==> config.mk <==
export PLATFORM = sky130hd
export DESIGN_NAME = http_host_validator_core
export DESIGN_NICKNAME = d
export VERILOG_FILES = /design/src/hdl/hhv_pkg.sv /design/src/hdl/hhv_scan.sv /design/src/hdl/http_host_validator_core.sv
export SDC_FILE = /design/constraint.sdc
export NUM_CORES = 1
export LEC_CHECK = 0
export ABC_CLOCK_PERIOD_IN_PS = 6400
export BUFFER_PORTS_ARGS = -buffer_cell sky130_fd_sc_hd__clkbuf_2
export CAP_MARGIN = 30
export CORE_UTILIZATION = 33
export DETAILED_ROUTE_END_ITERATION = 7
export GPL_TIMING_DRIVEN = 0
export REMOVE_ABC_BUFFERS = 1
export SLEW_MARGIN = 15
export SYNTH_ARGS = -nofsm -noshare
export SYNTH_HDL_FRONTEND = slang
export SYNTH_SLANG_ARGS = --single-unit
==> constraint.sdc <==
create_clock -name clk -period 6.4 [get_ports clk]
set_input_delay 0.32 -clock clk [delete_from_list [all_inputs] [get_ports clk]]
set_output_delay 0.32 -clock clk [all_outputs]
set_load 0.01 [all_outputs]
==> src/hdl/hhv_pkg.sv <==
// Shared constants and types for the HTTP host validator.
// Used by hhv_scan and http_host_validator_core; depends on nothing.
`timescale 1ns / 1ps
`default_nettype none

package hhv_pkg;

    // Longest host string examined; longer strings give the too-long verdict.
    localparam int MAX_HOST_LEN = 1024;
    // Position counter saturates at MAX_HOST_LEN + 1.
    localparam int POS_W = $clog2(MAX_HOST_LEN + 2);
    // Fixed width of the host_length result field.
    localparam int LEN_W = 11;

    localparam logic [POS_W-1:0] POS_LIMIT = POS_W'(MAX_HOST_LEN);
    localparam logic [POS_W-1:0] POS_OVER  = POS_W'(MAX_HOST_LEN + 1);

    // Characters of interest.
    localparam logic [7:0] CH_NUL      = 8'h00;
    localparam logic [7:0] CH_SLASH    = 8'h2F;
    localparam logic [7:0] CH_DOT      = 8'h2E;
    localparam logic [7:0] CH_COLON    = 8'h3A;
    localparam logic [7:0] CH_LBRACKET = 8'h5B;
    localparam logic [7:0] CH_RBRACKET = 8'h5D;
    localparam logic [7:0] CH_UPPER_A  = 8'h41;
    localparam logic [7:0] CH_UPPER_Z  = 8'h5A;

    typedef enum logic [1:0] {
        MODE_USUAL   = 2'd0,
        MODE_LITERAL = 2'd1,
        MODE_REST    = 2'd2
    } scan_mode_t;

    typedef enum logic [1:0] {
        VERDICT_OK       = 2'd0,
        VERDICT_DECLINED = 2'd1,
        VERDICT_TOO_LONG = 2'd2
    } verdict_t;

    typedef struct packed {
        verdict_t         verdict;
        logic [LEN_W-1:0] host_length;
        logic             needs_copy;
    } result_t;

endpackage

`default_nettype wire

==> src/hdl/hhv_scan.sv <==
// Per-byte scan state of the host validator and the verdict logic.
// Depends on hhv_pkg; instantiated by http_host_validator_core.
`timescale 1ns / 1ps
`default_nettype none

module hhv_scan
    import hhv_pkg::*;
(
    input  wire logic       clk,
    input  wire logic       rst_n,
    input  wire logic       byte_take,
    input  wire logic [7:0] host_byte,
    input  wire logic       last_byte,
    input  wire logic       force_copy,
    output logic            result_fire,
    output result_t         result
);

    logic [POS_W-1:0] byte_position_reg, byte_position_next;
    logic [POS_W-1:0] last_dot_position_reg, last_dot_position_next;
    logic             dot_seen_reg, dot_seen_next;
    scan_mode_t       scan_mode_reg, scan_mode_next;
    logic [POS_W-1:0] cut_length_reg, cut_length_next;
    logic             cut_taken_reg, cut_taken_next;
    logic             rejected_reg, rejected_next;
    logic             upper_seen_reg, upper_seen_next;

    // Updated state after this byte, before the end-of-string clear
    logic [POS_W-1:0] pos_upd;
    logic [POS_W-1:0] dot_upd;
    logic             dot_seen_upd;
    scan_mode_t       mode_upd;
    logic [POS_W-1:0] cut_upd;
    logic             cut_taken_upd;
    logic             rejected_upd;
    logic             upper_upd;
    logic [POS_W-1:0] part_len;

    // Examine one byte against the scan state
    always_comb
    begin
        pos_upd       = byte_position_reg;
        dot_upd       = last_dot_position_reg;
        dot_seen_upd  = dot_seen_reg;
        mode_upd      = scan_mode_reg;
        cut_upd       = cut_length_reg;
        cut_taken_upd = cut_taken_reg;
        rejected_upd  = rejected_reg;
        upper_upd     = upper_seen_reg;

        if (byte_position_reg < POS_LIMIT)
        begin
            pos_upd = byte_position_reg + 1'b1;
            if (!rejected_reg)
            begin
                case (host_byte)
                    CH_DOT:
                    begin
                        if (dot_seen_reg && byte_position_reg != '0 &&
                            last_dot_position_reg == byte_position_reg - 1'b1)
                        begin
                            rejected_upd = 1'b1;
                        end
                        else
                        begin
                            dot_upd      = byte_position_reg;
                            dot_seen_upd = 1'b1;
                        end
                    end
                    CH_COLON:
                    begin
                        if (scan_mode_reg == MODE_USUAL)
                        begin
                            cut_upd       = byte_position_reg;
                            cut_taken_upd = 1'b1;
                            mode_upd      = MODE_REST;
                        end
                    end
                    CH_LBRACKET:
                    begin
                        if (byte_position_reg == '0)
                        begin
                            mode_upd = MODE_LITERAL;
                        end
                    end
                    CH_RBRACKET:
                    begin
                        if (scan_mode_reg == MODE_LITERAL)
                        begin
                            cut_upd       = byte_position_reg + 1'b1;
                            cut_taken_upd = 1'b1;
                            mode_upd      = MODE_REST;
                        end
                    end
                    CH_NUL, CH_SLASH:
                    begin
                        rejected_upd = 1'b1;
                    end
                    default:
                    begin
                        if (host_byte inside {[CH_UPPER_A:CH_UPPER_Z]})
                        begin
                            upper_upd = 1'b1;
                        end
                    end
                endcase
            end
        end
        else
        begin
            pos_upd = POS_OVER;
        end
    end

    // Form the verdict from the updated state
    always_comb
    begin
        part_len = cut_taken_upd ? cut_upd : pos_upd;
        if (dot_seen_upd && part_len != '0 && dot_upd == part_len - 1'b1)
        begin
            part_len = part_len - 1'b1;
        end

        result.verdict     = VERDICT_OK;
        result.host_length = '0;
        result.needs_copy  = 1'b0;
        if (pos_upd > POS_LIMIT)
        begin
            result.verdict = VERDICT_TOO_LONG;
        end
        else if (rejected_upd || part_len == '0)
        begin
            result.verdict = VERDICT_DECLINED;
        end
        else
        begin
            result.host_length = LEN_W'(part_len);
            result.needs_copy  = upper_upd | force_copy;
        end
    end

    assign result_fire = byte_take & last_byte;

    // Advance on each taken byte; clear after the final byte
    always_comb
    begin
        byte_position_next     = byte_position_reg;
        last_dot_position_next = last_dot_position_reg;
        dot_seen_next          = dot_seen_reg;
        scan_mode_next         = scan_mode_reg;
        cut_length_next        = cut_length_reg;
        cut_taken_next         = cut_taken_reg;
        rejected_next          = rejected_reg;
        upper_seen_next        = upper_seen_reg;
        if (byte_take)
        begin
            if (last_byte)
            begin
                byte_position_next     = '0;
                last_dot_position_next = '0;
                dot_seen_next          = 1'b0;
                scan_mode_next         = MODE_USUAL;
                cut_length_next        = '0;
                cut_taken_next         = 1'b0;
                rejected_next          = 1'b0;
                upper_seen_next        = 1'b0;
            end
            else
            begin
                byte_position_next     = pos_upd;
                last_dot_position_next = dot_upd;
                dot_seen_next          = dot_seen_upd;
                scan_mode_next         = mode_upd;
                cut_length_next        = cut_upd;
                cut_taken_next         = cut_taken_upd;
                rejected_next          = rejected_upd;
                upper_seen_next        = upper_upd;
            end
        end
    end

    always_ff @(posedge clk or negedge rst_n)
    begin
        if (!rst_n)
        begin
            byte_position_reg     <= '0;
            last_dot_position_reg <= '0;
            dot_seen_reg          <= 1'b0;
            scan_mode_reg         <= MODE_USUAL;
            cut_length_reg        <= '0;
            cut_taken_reg         <= 1'b0;
            rejected_reg          <= 1'b0;
            upper_seen_reg        <= 1'b0;
        end
        else
        begin
            byte_position_reg     <= byte_position_next;
            last_dot_position_reg <= last_dot_position_next;
            dot_seen_reg          <= dot_seen_next;
            scan_mode_reg         <= scan_mode_next;
            cut_length_reg        <= cut_length_next;
            cut_taken_reg         <= cut_taken_next;
            rejected_reg          <= rejected_next;
            upper_seen_reg        <= upper_seen_next;
        end
    end

    // Position never runs past the saturation value
    assert property (@(posedge clk) disable iff (!rst_n)
        byte_position_reg <= POS_OVER)
        else $error("byte position beyond saturation");

    // A recorded dot always lies before the current position
    assert property (@(posedge clk) disable iff (!rst_n)
        dot_seen_reg |-> last_dot_position_reg < byte_position_reg)
        else $error("dot position not behind byte position");

    // Once the host part is cut, the rest of the string is only scanned
    assert property (@(posedge clk) disable iff (!rst_n)
        cut_taken_reg |-> scan_mode_reg == MODE_REST)
        else $error("cut taken outside rest mode");

endmodule

`default_nettype wire

==> src/hdl/http_host_validator_core.sv <==
// Top level of the HTTP host validator: scan unit plus output buffering.
// Depends on hhv_pkg and hhv_scan.
`timescale 1ns / 1ps
`default_nettype none

// Usage:
//   Input channel: one host character per transaction on host_byte, with
//   last_byte high on the final character. A transaction completes when
//   in_valid is high and in_stall is low.
//   Output channel: one transaction per host string, issued after its final
//   byte: verdict, host_length and needs_copy, completing when out_valid is
//   high and out_stall is low.
//   Configuration: cfg_write_en writes cfg_write_data into the
//   force-lowercase-copy bit; change it only while no string is in flight.
//   Throughput: one byte per cycle while in_stall is low; the scan state
//   update and verdict logic are combinational ahead of the output register.
//   Result path: the verdict of the final byte is registered in the output
//   register, or in the skid register while the output is stalled.
//   Stall: a two-entry output buffer (output register plus skid register)
//   lets input keep flowing while one result waits; in_stall rises only
//   when both entries hold results.
//   Reset: clears scan state, empties the output buffer and clears the
//   configuration bit.

module http_host_validator_core
    import hhv_pkg::*;
(
    input  wire logic             clk,
    input  wire logic             rst_n,
    input  wire logic             in_valid,
    output logic                  in_stall,
    input  wire logic [7:0]       host_byte,
    input  wire logic             last_byte,
    output logic                  out_valid,
    input  wire logic             out_stall,
    output logic [1:0]            verdict,
    output logic [LEN_W-1:0]      host_length,
    output logic                  needs_copy,
    input  wire logic             cfg_write_en,
    input  wire logic             cfg_write_data
);

    logic    force_copy_reg;
    logic    byte_take;
    logic    result_fire;
    result_t result;
    result_t out_data_reg;
    logic    out_valid_reg, out_valid_next;
    result_t skid_data_reg;
    logic    skid_valid_reg, skid_valid_next;
    logic    out_take;
    logic    load_out;
    logic    load_skid;

    assign byte_take = in_valid & ~in_stall;
    assign in_stall  = skid_valid_reg;
    assign out_take  = out_valid_reg & ~out_stall;

    // Hold the configuration bit
    always_ff @(posedge clk or negedge rst_n)
    begin
        if (!rst_n)
        begin
            force_copy_reg <= 1'b0;
        end
        else if (cfg_write_en)
        begin
            force_copy_reg <= cfg_write_data;
        end
    end

    hhv_scan u_scan (
        .clk         (clk),
        .rst_n       (rst_n),
        .byte_take   (byte_take),
        .host_byte   (host_byte),
        .last_byte   (last_byte),
        .force_copy  (force_copy_reg),
        .result_fire (result_fire),
        .result      (result)
    );

    // Steer a new result into the output register or the skid register
    always_comb
    begin
        out_valid_next  = out_valid_reg;
        skid_valid_next = skid_valid_reg;
        load_out        = 1'b0;
        load_skid       = 1'b0;
        if (skid_valid_reg)
        begin
            if (out_take)
            begin
                load_out        = 1'b1;
                skid_valid_next = 1'b0;
            end
        end
        else if (result_fire)
        begin
            if (!out_valid_reg || out_take)
            begin
                load_out       = 1'b1;
                out_valid_next = 1'b1;
            end
            else
            begin
                load_skid       = 1'b1;
                skid_valid_next = 1'b1;
            end
        end
        else if (out_take)
        begin
            out_valid_next = 1'b0;
        end
    end

    always_ff @(posedge clk or negedge rst_n)
    begin
        if (!rst_n)
        begin
            out_valid_reg  <= 1'b0;
            skid_valid_reg <= 1'b0;
        end
        else
        begin
            out_valid_reg  <= out_valid_next;
            skid_valid_reg <= skid_valid_next;
        end
    end

    // Payload registers
    always_ff @(posedge clk)
    begin
        if (load_out)
        begin
            out_data_reg <= skid_valid_reg ? skid_data_reg : result;
        end
        if (load_skid)
        begin
            skid_data_reg <= result;
        end
    end

    assign out_valid   = out_valid_reg;
    assign verdict     = out_data_reg.verdict;
    assign host_length = out_data_reg.host_length;
    assign needs_copy  = out_data_reg.needs_copy;

    // The skid entry is only ever filled behind a full output register
    assert property (@(posedge clk) disable iff (!rst_n)
        skid_valid_reg |-> out_valid_reg)
        else $error("skid entry held with empty output register");

    // The skid entry fills only when the output was stalled
    assert property (@(posedge clk) disable iff (!rst_n)
        $rose(skid_valid_reg) |-> $past(out_valid_reg && out_stall))
        else $error("skid entry filled without a stall");

    // No verdict code outside the defined set
    assert property (@(posedge clk) disable iff (!rst_n)
        out_valid_reg |-> (verdict == VERDICT_OK || verdict == VERDICT_DECLINED ||
                           verdict == VERDICT_TOO_LONG))
        else $error("undefined verdict code");

    // A non-accepting verdict carries no length and no copy request
    assert property (@(posedge clk) disable iff (!rst_n)
        (out_valid_reg && verdict != VERDICT_OK) |-> (host_length == '0 && !needs_copy))
        else $error("rejected host carries length or copy flag");

endmodule

`default_nettype wire

==> flow_summary.json <==
{
  "outcome": "completed",
  "max-cap-violations": 0,
  "crit_type": "flip-flop to flip-flop",
  "finClkSkew_ps": 7.941,
  "cts_tree": "done",
  "crit_slowest_cell": "dfrtp_1",
  "cp-end-kind": "flip-flop",
  "grt_max_degree": 34,
  "drt_wl_total_um": 14700,
  "syn_to_final_growth_pct": 11.75,
  "initial_core_util_pct": 33.58,
  "grt_pass1_wl_um": 24270,
  "p_leak_nw": 2.306,
  "synthDistinctLibCells": 76,
  "grt_overflow": 0,
  "grt.total_usage_pct": 18.85,
  "worstHoldEndpoint": "force_copy_reg",
  "synthFlopType": "dfrtp_1",
  "clock_latency_ps": 350,
  "largest_reg_flops": 14,
  "clkSlewWorstSetupHoldPaths_ps": 60,
  "first_pass_iters": 5,
  "p_seq_share_pct": 30.6,
  "dpl.hpwl_um": 11020,
  "final_cells": 842,
  "syn-instance-count": 614,
  "core_sq_mm": 0.01583,
  "first_global_vias": 4472,
  "ys_top_cells_by_area": "dfrtp_1 (20%), edfxtp_1 (16%), xnor2_1 (5.4%), o21ai_0 (4.8%), nand2_1 (4.5%)",
  "cts_max_level": 3,
  "hp-start": "cfg_write_data",
  "seq_area_frac_synth_pct": 35.59,
  "period_needed_ps": 5811,
  "p_per_area_mw_per_mm2": 356.7,
  "worst-path-buf-inv": 1,
  "synth_top_area_share_pct": 19.77,
  "n_antenna_cell": 0,
  "num_rows": 46,
  "vdd_drop_max_v": 0.0001844,
  "async_flop_share_pct": 60.00,
  "clkPwrFrac_pct": 23.5,
  "yosysWarnings": 0,
  "ff_latch_area_sq_mm": 0.001892,
  "critical_path.top_delay_family": "simple AND/OR/NAND/NOR gates",
  "power.internal_w": 0.001236,
  "clock-sinks": 70,
  "antenna_found_initial": 0,
  "cts_setup_buffers": 0,
  "slew_violations": 0,
  "r2r_end": "host_length[5]",
  "placed_cells": 824,
  "antenna_left": 0,
  "fin_setup_tns_ps": 0,
  "synth-edff-count": 28,
  "cp_data_required_time_ps": 6470,
  "n_fill_cell": 1599,
  "numCtsBuffers": 9,
  "die_w_um": 128.9,
  "p_comb_share_pct": 46.0,
  "wl_per_cell_um": 17.45,
  "crit_chain": "nor4_2 > and3_1 > nor2_1 > a21oi_1 > nor2_1 > a31oi_1 > ha_1 > inv_1 > nor4_1 > a41oi_1 > or3_1 > a21oi_1 > xnor2_1 > o2111ai_4 > or3_1 > o211ai_2 > o41ai_1",
  "tightest_slew_ps": 843.3,
  "port_buffers": 30,
  "p_switching_w": 0.0008828,
  "cp_max_fo": 19,
  "die_h_um": 128.9,
  "worst_hold_slack_ps": 203.5,
  "io_pins": 31,
  "slowest_delay_ps": 650,
  "r2r_cells": 17,
  "finalCritPeriodShare_pct": 90.79,
  "cp-start-kind": "flip-flop",
  "hold_viol": 0,
  "syn_area_per_cell_sq_um": 8.657,
  "syn_area_sq_mm": 0.005315,
  "dieArea_sq_mm": 0.01662,
  "drt_iter0_drc": 350,
  "sw_frac_of_total_pct": 41.67,
  "drc": 0,
  "grt_setup_unrepaired": "false",
  "max_freq_ghz": 0.1721,
  "yosysTopAreaCell": "dfrtp_1",
  "drive_gt1_share_pct": 14.06,
  "crit_arrival_ps": 5880,
  "relSlewSlack_pct": 43.57,
  "layout.nets": 640,
  "hold_depth": 2,
  "reg2reg_from": "u_scan.byte_position_reg[10]",
  "r2r_slack_ps": 590,
  "cts_buffer_depth": 2,
  "min_path_type": "primary input to flip-flop",
  "ys_ff_latch": 70,
  "gp_congestion": 0.9051,
  "vias_per_cell": 5.703,
  "setup_viol": 0,
  "final_cell_mix": "nand2_1 (64), nor2_1 (51), o21ai_0 (51)",
  "multi_input_area_sq_mm": 0.003154,
  "root_buffer": "clkbuf_16",
  "final_common_cell": "nand2_1",
  "vias": 4802
}
stage by stage:
step | instance area, sq um | util [%] | setup slack (ps) | total power [W]
after CTS | 5912 | 37.35 | 591.6 | 0.002111
final | 5939 | 37.53 | 589.2 | 0.002118
after floorplan | 5104 | - | 1608 | 0.001338
after detailed placement | 5612 | 35.45 | 605.4 | 0.001607
after global routing | 5939 | 37.53 | 153.9 | 0.002260
after global placement | 5524 | 34.90 | 461.5 | 0.001570
power by group through the flow:
stage / logic, W / registers [W] / clock network, W
CTS: 0.000938 / 0.000663 / 0.000509
detailed placement: 0.000935 / 0.000673 / 0
floorplan: 0.000677 / 0.000661 / 0
finish: 0.000973 / 0.000648 / 0.000497
global placement: 0.000900 / 0.000670 / 0
global route: 0.00107 / 0.000662 / 0.000526
cells in the mapped netlist, types with 3 or more instances:
master,count
buf_6,5
nand4b_1,3
nor2b_1,5
nor2_1,51
and4_1,3
o22ai_1,6
nor4_2,3
a41oi_1,3
o21ai_0,51
buf_1,4
inv_1,16
nand2b_1,8
dfrtp_1,42
xor2_1,11
a21o_1,7
ha_1,4
nor3_1,19
a22oi_1,15
buf_2,7
a31oi_1,5
clkbuf_1,24
nand2_1,64
a22o_1,8
mux2i_1,9
a21oi_1,36
or2_2,6
nor4_1,16
and2_1,4
nand4_1,7
o31ai_1,11
or3_1,7
o31ai_2,4
nand3_1,19
and3_1,10
xnor2_1,33
o21a_1,4
a221oi_1,3
mux2_2,5
edfxtp_1,28
what timing repair did:
action | 4_1_cts | 5_1_grt
gates resized for setup | 0 | 0
endpoints found under the setup margin | 0 | 0
hold endpoints to repair | 20 | 0
hold buffers | 1 | 0
layout make-up:
type | count | area share (%)
Multi-Input combinational cell | 486 | 53.11
Sequential cell | 70 | 31.85
Timing Repair Buffer | 38 | 4.592
Tap cell | 216 | 4.550
Clock buffer | 9 | 3.792
Clock inverter | 7 | 1.095
Inverter | 16 | 1.011
worst max-delay path by stage:
stage	startpoint	end	slack (ps)	cells after the start
after global routing	u_scan.byte_position_reg[10]	host_length[5]	150	16
after global placement	u_scan.byte_position_reg[10]	host_length[5]	460	16
after CTS	u_scan.byte_position_reg[10]	host_length[5]	590	16
after floorplan	u_scan.byte_position_reg[0]	host_length[5]	1610	13
final	u_scan.byte_position_reg[10]	host_length[5]	590	17
after detailed placement	u_scan.byte_position_reg[10]	host_length[5]	610	16
kinds of logic after synthesis:
logic type	after synthesis	share of synthesized area, %
compound gates	182	24.08
buf+inv	58	5.108
mux	14	2.754
xor+xnor	46	7.980
fa+ha+maj	4	0.9417
simple gates	240	23.54
flops	70	35.59
per-layer routing:
layer | global-route usage (%) | wire (um) | up-vias
met5 | 0 | 0 | -
met4 | 6.436 | 318 | 0
met3 | 4.033 | 727 | 24
met2 | 30.56 | 6979 | 152
met1 | 24.85 | 6672 | 2321
li1 | - | - | 2305
No activity file was read; power rests on OpenSTA's default activity.
